--- src/hdl/dll_pkg.sv ---
// Shared constants, types and helper functions for the linked list engine.
`default_nettype none

package dll_pkg;

    localparam int NODE_SLOTS = 64;
    localparam int SLOT_W     = $clog2(NODE_SLOTS);
    localparam int LINK_W     = $clog2(NODE_SLOTS + 1);
    localparam int CNT_W      = LINK_W;

    localparam int OP_W       = 3;
    localparam int NODE_W     = 6;
    localparam int WALK_W     = 10;
    localparam int NCOUNT_W   = 7;

    // input request: operation, node, walk_index from bit 0 up, padded to bytes
    localparam int S_FIELD_W  = OP_W + NODE_W + WALK_W;
    localparam int S_TDATA_W  = ((S_FIELD_W + 7) / 8) * 8;
    // result: result_node, node_count, status from bit 0 up, padded to bytes
    localparam int M_FIELD_W  = NODE_W + NCOUNT_W + 1;
    localparam int M_TDATA_W  = ((M_FIELD_W + 7) / 8) * 8;

    typedef logic [SLOT_W-1:0] slot_t;
    typedef logic [LINK_W-1:0] link_t;
    typedef logic [CNT_W-1:0]  count_t;

    typedef enum logic [OP_W-1:0] {
        OP_CLEAR   = 3'd0,
        OP_APPEND  = 3'd1,
        OP_PREPEND = 3'd2,
        OP_REMOVE  = 3'd3,
        OP_NEXT    = 3'd4,
        OP_PREV    = 3'd5,
        OP_NTH     = 3'd6
    } op_t;

    typedef enum logic [2:0] {
        ST_IDLE,
        ST_EXEC,
        ST_REMOVE,
        ST_STEP,
        ST_WALK,
        ST_LINK,
        ST_DONE
    } state_t;

    localparam link_t LINK_NULL = '0;

    // link code: zero is null, otherwise slot + 1
    function automatic slot_t link_to_slot(input link_t link);
        link_t dec;
        dec = link - LINK_W'(1);
        return slot_t'(dec);
    endfunction

    function automatic link_t slot_to_link(input slot_t slot);
        return link_t'(slot) + LINK_W'(1);
    endfunction

endpackage

`default_nettype wire

--- src/hdl/doubly_linked_list_engine_core.sv ---
// Top level of the doubly linked list engine: control, link memories and result register.
`default_nettype none

// Path from the accepting edge to m_tvalid: clear, rejects, unused codes, an insert into an empty
// list, nth on an empty list and a step from null or a non-member go from ST_EXEC to ST_DONE;
// other inserts pass ST_LINK, remove ST_REMOVE and a step from a member ST_STEP; nth steps
// walk_index times from the head in ST_WALK (one read per step). One request in flight; the next
// is taken in the cycle after the result moves to the output register, so output stalls hold it up.
// Reset (aresetn low, synchronous) empties the list and clears every membership bit.
module doubly_linked_list_engine_core (
    input  logic                            aclk,
    input  logic                            aresetn,
    // s_tdata: operation [2:0], node [8:3], walk_index [18:9], zero pad
    input  logic [dll_pkg::S_TDATA_W-1:0]   s_tdata,
    // s_tuser: from_null
    input  logic                            s_tuser,
    input  logic                            s_tvalid,
    output logic                            s_tready,
    // m_tdata: result_node [5:0], node_count [12:6], status [13], zero pad
    output logic [dll_pkg::M_TDATA_W-1:0]   m_tdata,
    // m_tuser: result_valid
    output logic                            m_tuser,
    output logic                            m_tvalid,
    input  logic                            m_tready
);
    import dll_pkg::*;

    // ---------------------------------------------------------------
    // Request and list state
    // ---------------------------------------------------------------
    state_t                 state_reg, state_next;
    logic [OP_W-1:0]        req_op_reg, req_op_next;
    logic [NODE_W-1:0]      req_node_reg, req_node_next;
    logic                   req_null_reg, req_null_next;
    logic [WALK_W-1:0]      req_walk_reg, req_walk_next;

    slot_t                  head_reg, head_next;
    slot_t                  tail_reg, tail_next;
    count_t                 count_reg, count_next;
    logic [NODE_SLOTS-1:0]  member_reg, member_next;

    // nth walk: remaining steps and current position
    logic [WALK_W-1:0]      rem_reg, rem_next;
    link_t                  cur_reg, cur_next;
    logic                   use_rd_reg, use_rd_next;
    link_t                  cur_sel;

    // pending result
    slot_t                  res_slot_reg, res_slot_next;
    logic                   res_valid_reg, res_valid_next;
    logic                   res_status_reg, res_status_next;

    // output register
    logic                   m_tvalid_reg, m_tvalid_next;
    logic [NODE_W-1:0]      m_node_reg, m_node_next;
    logic [NCOUNT_W-1:0]    m_count_reg, m_count_next;
    logic                   m_status_reg, m_status_next;
    logic                   m_rvalid_reg, m_rvalid_next;

    // ---------------------------------------------------------------
    // Link memories: one write and one read port each, registered read
    // ---------------------------------------------------------------
    link_t                  next_mem [NODE_SLOTS];
    link_t                  prev_mem [NODE_SLOTS];
    logic                   next_we, prev_we;
    slot_t                  next_wa, prev_wa;
    link_t                  next_wd, prev_wd;
    slot_t                  rd_addr;
    link_t                  next_rd_reg, prev_rd_reg;

    always_ff @(posedge aclk) begin
        if (next_we) begin
            next_mem[next_wa] <= next_wd;
        end
        next_rd_reg <= next_mem[rd_addr];
    end

    always_ff @(posedge aclk) begin
        if (prev_we) begin
            prev_mem[prev_wa] <= prev_wd;
        end
        prev_rd_reg <= prev_mem[rd_addr];
    end

    // ---------------------------------------------------------------
    // Decode of the held request
    // ---------------------------------------------------------------
    slot_t  req_slot;
    logic   req_in_range;
    logic   req_member;
    logic   out_free;

    assign req_slot     = slot_t'(req_node_reg);
    assign req_in_range = 32'(req_node_reg) < 32'(NODE_SLOTS);
    assign req_member   = req_in_range && member_reg[req_slot];
    assign out_free     = !m_tvalid_reg || m_tready;
    assign cur_sel      = use_rd_reg ? next_rd_reg : cur_reg;

    assign s_tready = (state_reg == ST_IDLE);

    // ---------------------------------------------------------------
    // Registers
    // ---------------------------------------------------------------
    always_ff @(posedge aclk) begin
        if (!aresetn) begin
            state_reg    <= ST_IDLE;
            head_reg     <= '0;
            tail_reg     <= '0;
            count_reg    <= '0;
            member_reg   <= '0;
            m_tvalid_reg <= 1'b0;
        end else begin
            state_reg    <= state_next;
            head_reg     <= head_next;
            tail_reg     <= tail_next;
            count_reg    <= count_next;
            member_reg   <= member_next;
            m_tvalid_reg <= m_tvalid_next;
        end
    end

    always_ff @(posedge aclk) begin
        req_op_reg     <= req_op_next;
        req_node_reg   <= req_node_next;
        req_null_reg   <= req_null_next;
        req_walk_reg   <= req_walk_next;
        rem_reg        <= rem_next;
        cur_reg        <= cur_next;
        use_rd_reg     <= use_rd_next;
        res_slot_reg   <= res_slot_next;
        res_valid_reg  <= res_valid_next;
        res_status_reg <= res_status_next;
        m_node_reg     <= m_node_next;
        m_count_reg    <= m_count_next;
        m_status_reg   <= m_status_next;
        m_rvalid_reg   <= m_rvalid_next;
    end

    // ---------------------------------------------------------------
    // Sequencer
    // ---------------------------------------------------------------
    always_comb begin
        state_next      = state_reg;
        req_op_next     = req_op_reg;
        req_node_next   = req_node_reg;
        req_null_next   = req_null_reg;
        req_walk_next   = req_walk_reg;
        head_next       = head_reg;
        tail_next       = tail_reg;
        count_next      = count_reg;
        member_next     = member_reg;
        rem_next        = rem_reg;
        cur_next        = cur_reg;
        use_rd_next     = use_rd_reg;
        res_slot_next   = res_slot_reg;
        res_valid_next  = res_valid_reg;
        res_status_next = res_status_reg;
        m_tvalid_next   = m_tvalid_reg && !m_tready;
        m_node_next     = m_node_reg;
        m_count_next    = m_count_reg;
        m_status_next   = m_status_reg;
        m_rvalid_next   = m_rvalid_reg;

        next_we = 1'b0;
        next_wa = req_slot;
        next_wd = LINK_NULL;
        prev_we = 1'b0;
        prev_wa = req_slot;
        prev_wd = LINK_NULL;
        rd_addr = req_slot;

        case (state_reg)
            ST_IDLE: begin
                // latch the request
                if (s_tvalid) begin
                    req_op_next   = s_tdata[OP_W-1:0];
                    req_node_next = s_tdata[OP_W +: NODE_W];
                    req_walk_next = s_tdata[OP_W+NODE_W +: WALK_W];
                    req_null_next = s_tuser;
                    state_next    = ST_EXEC;
                end
            end

            ST_EXEC: begin
                // default: a null result, status ok, finish now
                res_slot_next   = '0;
                res_valid_next  = 1'b0;
                res_status_next = 1'b0;
                state_next      = ST_DONE;
                case (op_t'(req_op_reg))
                    OP_CLEAR: begin
                        head_next   = '0;
                        tail_next   = '0;
                        count_next  = '0;
                        member_next = '0;
                    end
                    OP_APPEND, OP_PREPEND: begin
                        if (req_member || !req_in_range) begin
                            res_status_next = 1'b1;
                        end else begin
                            member_next[req_slot] = 1'b1;
                            count_next = count_reg + CNT_W'(1);
                            next_we = 1'b1;
                            prev_we = 1'b1;
                            if (count_reg == '0) begin
                                head_next = req_slot;
                                tail_next = req_slot;
                            end else if (op_t'(req_op_reg) == OP_APPEND) begin
                                prev_wd    = slot_to_link(tail_reg);
                                state_next = ST_LINK;
                            end else begin
                                next_wd    = slot_to_link(head_reg);
                                state_next = ST_LINK;
                            end
                        end
                    end
                    OP_REMOVE: begin
                        if (!req_member) begin
                            res_status_next = 1'b1;
                        end else begin
                            state_next = ST_REMOVE;
                        end
                    end
                    OP_NEXT, OP_PREV: begin
                        if (req_null_reg) begin
                            if (count_reg != '0) begin
                                res_valid_next = 1'b1;
                                res_slot_next  = (op_t'(req_op_reg) == OP_NEXT) ?
                                                 head_reg : tail_reg;
                            end
                        end else if (req_member) begin
                            state_next = ST_STEP;
                        end
                    end
                    OP_NTH: begin
                        if (count_reg != '0) begin
                            cur_next    = slot_to_link(head_reg);
                            use_rd_next = 1'b0;
                            rem_next    = req_walk_reg;
                            state_next  = ST_WALK;
                        end
                    end
                    default: begin
                    end
                endcase
            end

            ST_LINK: begin
                // second link write of an insert into a non-empty list
                if (op_t'(req_op_reg) == OP_APPEND) begin
                    next_we   = 1'b1;
                    next_wa   = tail_reg;
                    next_wd   = slot_to_link(req_slot);
                    tail_next = req_slot;
                end else begin
                    prev_we   = 1'b1;
                    prev_wa   = head_reg;
                    prev_wd   = slot_to_link(req_slot);
                    head_next = req_slot;
                end
                state_next = ST_DONE;
            end

            ST_REMOVE: begin
                // neighbors arrived from the read issued in ST_EXEC; splice them
                if (prev_rd_reg != LINK_NULL) begin
                    next_we = 1'b1;
                    next_wa = link_to_slot(prev_rd_reg);
                    next_wd = next_rd_reg;
                end else begin
                    head_next = (next_rd_reg != LINK_NULL) ? link_to_slot(next_rd_reg) : '0;
                end
                if (next_rd_reg != LINK_NULL) begin
                    prev_we = 1'b1;
                    prev_wa = link_to_slot(next_rd_reg);
                    prev_wd = prev_rd_reg;
                end else begin
                    tail_next = (prev_rd_reg != LINK_NULL) ? link_to_slot(prev_rd_reg) : '0;
                end
                member_next[req_slot] = 1'b0;
                if (count_reg != '0) begin
                    count_next = count_reg - CNT_W'(1);
                end
                state_next = ST_DONE;
            end

            ST_STEP: begin
                if (op_t'(req_op_reg) == OP_NEXT) begin
                    res_valid_next = (next_rd_reg != LINK_NULL);
                    res_slot_next  = link_to_slot(next_rd_reg);
                end else begin
                    res_valid_next = (prev_rd_reg != LINK_NULL);
                    res_slot_next  = link_to_slot(prev_rd_reg);
                end
                state_next = ST_DONE;
            end

            ST_WALK: begin
                // one step per cycle; null wraps back to the head
                rd_addr = link_to_slot(cur_sel);
                if (rem_reg == '0) begin
                    res_valid_next = (cur_sel != LINK_NULL);
                    res_slot_next  = link_to_slot(cur_sel);
                    state_next     = ST_DONE;
                end else begin
                    rem_next = rem_reg - WALK_W'(1);
                    if (cur_sel == LINK_NULL) begin
                        cur_next    = slot_to_link(head_reg);
                        use_rd_next = 1'b0;
                    end else begin
                        use_rd_next = 1'b1;
                    end
                end
            end

            ST_DONE: begin
                // hand the result to the output register once it is free
                if (out_free) begin
                    m_tvalid_next = 1'b1;
                    m_node_next   = res_valid_reg ? NODE_W'(res_slot_reg) : '0;
                    m_rvalid_next = res_valid_reg;
                    m_count_next  = NCOUNT_W'(count_reg);
                    m_status_next = res_status_reg;
                    state_next    = ST_IDLE;
                end
            end

            default: begin
                state_next = ST_IDLE;
            end
        endcase
    end

    assign m_tvalid = m_tvalid_reg;
    assign m_tuser  = m_rvalid_reg;
    assign m_tdata  = M_TDATA_W'({m_status_reg, m_count_reg, m_node_reg});

endmodule

`default_nettype wire

--- config.mk ---
export PLATFORM = sky130hd
export DESIGN_NAME = doubly_linked_list_engine_core
export DESIGN_NICKNAME = d
export VERILOG_FILES = /design/src/hdl/dll_pkg.sv /design/src/hdl/doubly_linked_list_engine_core.sv
export SDC_FILE = /design/constraint.sdc
export NUM_CORES = 1
export LEC_CHECK = 0
export ABC_AREA = 1
export BUFFER_PORTS_ARGS = -buffer_cell sky130_fd_sc_hd__buf_2
export CAP_MARGIN = 30
export CORE_MARGIN = 2
export CORE_UTILIZATION = 45
export DETAILED_ROUTE_END_ITERATION = 7
export GPL_TIMING_DRIVEN = 0
export HOLD_SLACK_MARGIN = 0.05
export SETUP_SLACK_MARGIN = 0.2
export SLEW_MARGIN = 10
export SYNTH_ARGS = -nofsm -noshare
export SYNTH_HDL_FRONTEND = slang
export SYNTH_SLANG_ARGS = --single-unit
--- constraint.sdc ---
create_clock -name aclk -period 8.3 [get_ports aclk]
set_clock_uncertainty 0.05 [all_clocks]
set_input_delay 2.49 -clock aclk [delete_from_list [all_inputs] [get_ports aclk]]
set_output_delay 2.49 -clock aclk [all_outputs]
set_load 0.02 [all_outputs]
==> run_results.csv, run 1 <==
group,metric,value,unit
yosys,synth-seq-cells,1058,
critical_path,worst_path_max_delay_cell,"nor2_2",
yosys,synth-compound-area-share,12.3,%
global_routing,grt_pass1_wl,226000,µm
power_and_ir_drop,p_sw_share,43.1,%
yosys,synthAdderAreaFrac,0.321,%
routing,drtIter0Drc,4611,
clock_network,cts_setup_buffers,0,
timing,fin_crit_sh,54.7,%
timing,period_minus_slack,4540,ps
routing,drc_errors,0,
power_and_ir_drop,ir_worst_vdd,0.000206,V
place,dp_slack,3930,ps
routing,detail_route.wl_per_cell,26.6,µm
cells_and_area,final_core_util,51.5,%
clock_network,cts-root-buf,"clkbuf_16",
global_routing,track_usage,29.5,%
cells_and_area,final_cell_mix,"edfxtp_1, nand2_1, inv_1",
yosys,synthXorXnorAreaFrac,0.375,%
yosys,synth_ff_type,"edfxtp_1",
critical_path,path_delay_family,"simple AND/OR/NAND/NOR gates",
global_routing,grt_max_degree,50,
cells_and_area,drive_gt1_share,10.6,%
job,cap_violations,0,
floorplan,num_rows,118,
yosys,synth-seq-area-share,65.8,%
outcome,status,"complete, no violations",
critical_path,max_stage_delay,600,ps
critical_path,cp.depth,18,
routing,antenna_left,0,
clock_network,h-tree-depth,3,
clock_network,ctsHoldBuffers,0,
yosys,synth_cells,4316,
clock_network,numClockSinks,1058,
clock_network,tritoncts,"built",
cells_and_area,design_area,53200,µm²
critical_path,path_cells,"buf_4, inv_1, nor2_2, o211ai_1, nand2_1, o21ai_1, nand2_1, nor2_4, nand2_4, nor2_4, nand2_1, inv_1, nand2_1, o211ai_1, buf_4, buf_4, buf_6, buf_4",
global_routing,grt_pass1_vias,32745,
power_and_ir_drop,power_frac_comb,41.5,%
critical_path,worst_setup_path_end_kind,"flop",
clock_network,numCtsBuffers,111,
min_path,hold_path_depth,0,
critical_path,crit-reg2reg-launch,"req_node_reg[2]",
floorplan,start_util,45.3,%
min_path,hp-class,"reg -> reg",
floorplan,io_pins,48,
global_routing,overflow,0,
yosys,synth_top_family_by_area,"simple AND/OR/NAND/NOR gates",
power_and_ir_drop,p_int,11.2,mW
floorplan,die-area,106000,µm²
critical_path,cp-start-kind,"flop",
timing,maxSlewHeadroom,26.7,%
routing,vias,35029,
cells_and_area,n_fill_cell,9180,
power_and_ir_drop,p_seq_share,33.3,%
power_and_ir_drop,leakagePower,19.3,nW
timing,maxSlewViolCount,0,
yosys,yosysUniqueCellTypes,57,
place,placed_area,49600,µm²
critical_path,arrival,4940,ps
critical_path,r2r_end,"next_mem[29][0]",
clock_network,insertion_delay,720,ps
yosys,synth-simple-area-share,14.6,%
timing,hold_violations,0,
min_path,min_to,"m_status_reg",
critical_path,crit_type,"reg -> reg",
yosys,synth_edf_count,957,
timing,rsz0062_at_grt,"no",
timing,fmax,0.220,GHz
cells_and_area,final_common_cell,"edfxtp_1",
cells_and_area,area_delta_synth_final,13.8,%
global_routing,antenna_found_initial,5,
place,gp_congestion,1.01,
floorplan,die_h,326,µm
timing,worstMarginPinSlew,1100,ps
critical_path,reg2regPathDepth,18,
critical_path,crit_fanout,10,
clock_network,clk_pin_slew,60,ps
place,dp_hpwl,113000,µm
clock_network,cts_buffer_depth,3,
routing,dr.pass1.iters,7,
power_and_ir_drop,p_clk_share,25.2,%
min_path,min_from,"res_status_reg",
power_and_ir_drop,power_density,370,nW/µm²
routing,drt-total-wl,159000,µm
critical_path,rrSetupSlack,3760,ps
timing,setup_ws,3760,ps
routing,avgViaCountPerCell,5.84,
power_and_ir_drop,switchingPower,8.48,mW
clock_network,ctsResizeCount,0,
critical_path,cp.required,8700,ps
yosys,yosysWarnings,0,
floorplan,coreArea,103000,µm²
cells_and_area,layout.nets,4558,
timing,finalSetupViolations,0,
critical_path,crit_buf_inv,7,
timing,holdWs,372,ps
floorplan,die_width,326,µm
yosys,syn_area,46700,µm²
yosys,syn_avg_cell_area,10.8,µm²
yosys,async_reset_ff_share,0,%
power_and_ir_drop,power,19.7,mW
place,port_buffers,39,
yosys,synthMuxAreaShare,0,%
==> worst register-to-register path: stages (launching register included) <==
cell      delay, ps
edfxtp_1        360
buf_4           230
inv_1           170
nor2_2          600
o211ai_1        200
nand2_1         130
o21ai_1          80
nand2_1         140
nor2_4           80
nand2_4         130
nor2_4           80
nand2_1         440
inv_1           220
nand2_1         110
o211ai_1        390
buf_4           360
buf_4           200
buf_6           150
buf_4           170
==> power by group through the flow <==
stage / combinational [mW] / clock, mW / sequential, mW
5_1_grt: 8.55 / 5.19 / 6.56
2_1_floorplan: 4.33 / 0 / 6.65
3_5_place_dp: 7.86 / 0 / 6.65
3_3_place_gp: 7.53 / 0 / 6.78
6_report: 8.16 / 4.97 / 6.54
4_1_cts: 7.89 / 4.98 / 6.54
==> final cells by class <==
| cell class | instances | area, µm² | share of cell area, % |
|---|---|---|---|
| clock inverter | 64 | 594 | 1.12 |
| timing repair buffer | 87 | 945 | 1.78 |
| inverter | 509 | 1920 | 3.60 |
| sequential | 1058 | 30800 | 57.8 |
| multi-input combinational | 2494 | 13100 | 24.6 |
| tap | 1380 | 1730 | 3.25 |
| antenna | 1 | 2.50 | 0.00470 |
| clock buffer | 147 | 3010 | 5.65 |
| buffer | 256 | 1180 | 2.21 |
==> cells by family after synthesis <==
group	count (synthesis)
flops	1058
compound gates	905
fa+ha+maj	12
simple gates	1555
other cells	1
xor+xnor	20
buf+inv	765
==> stage by stage <==
step	std cells	TNS, ps
floorplan	4317	0
global placement	5736	-4000
detailed placement	5782	0
CTS	5993	0
global route	5995	0
finish	5996	0
==> worst max-delay path by stage <==
stage | start | to | slack, ps
finish | req_node_reg[2] | next_mem[29][0] | 3760
global route | req_node_reg[2] | next_mem[28][0] | 3690
CTS | req_node_reg[2] | next_mem[29][0] | 3890
detailed placement | req_node_reg[2] | next_mem[30][0] | 3930
global placement | req_node_reg[2] | prev_mem[58][6] | -70
floorplan | req_node_reg[0] | prev_mem[0][6] | 4210
==> synthesized netlist by cell type, types with 4 or more instances <==
cell      count  area (µm²)
buf_1        21        78.8
nand4_4       8         170
o22ai_1       7        43.8
nand3_1     427        2140
inv_2        21        78.8
a22oi_1       4        30.0
o211ai_1    402        3020
inv_1       483        1810
a21o_1       14         105
nand4_2       4        50.1
nor3_1       12        60.1
buf_2        93         465
o21bai_1      4        30.0
nor2_1      372        1400
dfxtp_1     101        2020
a21oi_1     101         505
nand4_1       6        37.5
a31oi_1       7        43.8
o31ai_1       6        45.0
nand2_4       5        56.3
xnor2_1       4        35.0
xor2_1       16         140
nand2_1     656        2460
or2_2        32         200
o21ai_1      11        55.1
nor2_2        9        56.3
nand2_2      11        68.8
ha_1         12         150
buf_6         4        45.0
edfxtp_1    957       28700
o221ai_1      6        52.6
a21oi_2       8        70.1
o21ai_0     323        1620
buf_4        12        90.1
clkbuf_1    123         462
==> metal layers <==
metal / vias to the layer above / wire [µm] / track usage [%]
met5: - / 69 / 0
met4: 6 / 7480 / 12.7
met3: 341 / 17600 / 7.37
met2: 1898 / 69900 / 44.3
met1: 17186 / 64400 / 40.6
li1: 15598 / - / -
(Power assumes the default switching activity.)
==> run 2, diff against run 1 <==
- clock period: 8.3 -> 4.4 ns (I/O delays scaled with it)
==> run_results.csv, run 2 (synthesis results as in run 1) <==
group,metric,value,unit
routing,drt-total-wl,160000,µm
floorplan,die-area,106000,µm²
cells_and_area,area_delta_synth_final,14.2,%
timing,fmax,0.228,GHz
power_and_ir_drop,power_density,697,nW/µm²
critical_path,cp-start-kind,"flop",
critical_path,worst_setup_path_end_kind,"flop",
routing,detail_route.wl_per_cell,26.6,µm
place,gp_congestion,1.01,
floorplan,coreArea,103000,µm²
cells_and_area,final_cell_count_no_fill,5999,
critical_path,crit_type,"reg -> reg",
place,place_inst,5782,
routing,antenna_left,0,
clock_network,tritoncts,"built",
timing,setup_ws,13.5,ps
timing,rsz0062_at_grt,"yes",
cells_and_area,design_area,53400,µm²
routing,avgViaCountPerCell,5.85,
outcome,status,"complete, no violations",
floorplan,die_h,326,µm
floorplan,num_rows,118,
power_and_ir_drop,ir_worst_vdd,0.000386,V
min_path,hp-class,"reg -> reg",
cells_and_area,layout.nets,4560,
timing,fin_crit_sh,99.7,%
place,port_buffers,39,
critical_path,path_delay_family,"simple AND/OR/NAND/NOR gates",
clock_network,h-tree-depth,3,
global_routing,grt_max_degree,50,
floorplan,io_pins,48,
global_routing,grt_pass1_vias,32792,
clock_network,ctsHoldBuffers,0,
timing,hold_violations,0,
place,placed_area,49600,µm²
place,dp_slack,27.4,ps
floorplan,die_width,326,µm
critical_path,cp.required,4690,ps
cells_and_area,drive_gt1_share,11.9,%
global_routing,overflow,0,
critical_path,max_stage_delay,950,ps
clock_network,cts_buffer_depth,3,
power_and_ir_drop,leakagePower,19.4,nW
critical_path,crit_buf_inv,5,
floorplan,start_util,45.3,%
routing,drtIter0Drc,4473,
clock_network,numClockSinks,1058,
clock_network,insertion_delay,720,ps
global_routing,grt_pass1_wl,227000,µm
timing,maxSlewViolCount,0,
timing,fin_setup_tns,0,ps
clock_network,numCtsBuffers,111,
critical_path,arrival,4680,ps
timing,period_minus_slack,4390,ps
place,dp_hpwl,113000,µm
job,cap_violations,0,
clock_network,cts-root-buf,"clkbuf_16",
cells_and_area,final_common_cell,"edfxtp_1",
timing,finalSetupViolations,0,
clock_network,clk_pin_slew,60,ps
routing,dr.pass1.iters,6,
critical_path,crit_fanout,10,
timing,maxSlewHeadroom,25.0,%
global_routing,antenna_found_initial,4,
routing,drc_errors,0,
global_routing,track_usage,29.5,%
timing,worstMarginPinSlew,1130,ps
critical_path,worst_path_max_delay_cell,"nor2_1",
critical_path,path_cells,"buf_6, clkinv_2, buf_6, buf_6, nand2_1, nand3_1, nand2_1, o21ai_1, nand2_1, nor2_2, nand2_4, inv_2, nand2_2, nand2_4, nand4_1, nor2_1",
routing,vias,35081,
cells_and_area,final_cell_mix,"edfxtp_1, nand2_1, inv_1",
==> run 2: changes by cell type in the layout (fill, tap and decap cells not counted), sizes merged <==
cell	before	now
buf	219	218
clkbuf	271	274
diode	1	2
==> run 2: path summary, 6_finish.rpt <==
kind | startpoint | depth (start not counted) | to | slack, ps
worst min-delay path | res_status_reg | 0 | m_status_reg | 370
worst max-delay path | req_node_reg[0] | 16 | next_mem[11][2] | 10
worst max register to register | req_node_reg[0] | 16 | next_mem[11][2] | 10
worst min register to register | res_status_reg | 0 | m_status_reg | 370
==> run 2: repair_timing <==
item | CTS | global route
pin swaps | 1 | 0
setup endpoints to repair | 107 | 245
endpoints found under the hold margin | 0 | 0
setup buffers | 1 | 2
resized for setup | 16 | 65
==> run 2: worst reg2reg max path: cells and delay by family (launching register included) <==
kind / cells / cell delay [ps]
buffers and inverters: 5 / 660
AND/OR/NAND/NOR: 10 / 2700
AO/OA/AOI/OAI: 1 / 190
flip-flops: 1 / 450
==> run 2: per-layer routing <==
metal / up-vias / global-route usage, % / routed length, µm
li1: 15617 / - / -
met1: 17151 / 40.7 / 63900
met2: 1988 / 44.3 / 70300
met3: 323 / 7.39 / 18000
met4: 2 / 12.8 / 7480
met5: - / 0 / 26
==> run 2: layout make-up <==
type	instances	area (µm²)
diodes	2	5.00
plain buffers	256	1200
clock buffers	147	3010
clock inverters	64	594
fillers	9173	49800
inverters	509	1920
multi-input cells	2494	13200
flip-flops and latches	1058	30800
well taps	1380	1730
repair buffers	89	952
==> run 2: power by group <==
group	switching [mW]	internal (mW)
combinational	11.7	3.77
clock	4.09	5.29
sequential	0.269	12.1
==> run 2: per-stage QoR <==
| step | power (mW) | hold WS, ps | utilization (%) |
|---|---|---|---|
| final | 37.2 | 372 | 51.7 |
| after global routing | 38.4 | 408 | 51.7 |
| after CTS | 36.6 | 370 | 51.6 |
| after detailed placement | 27.4 | 356 | 48.0 |
| after global placement | 27.0 | 354 | 47.2 |
| after floorplan | 20.7 | 350 | - |
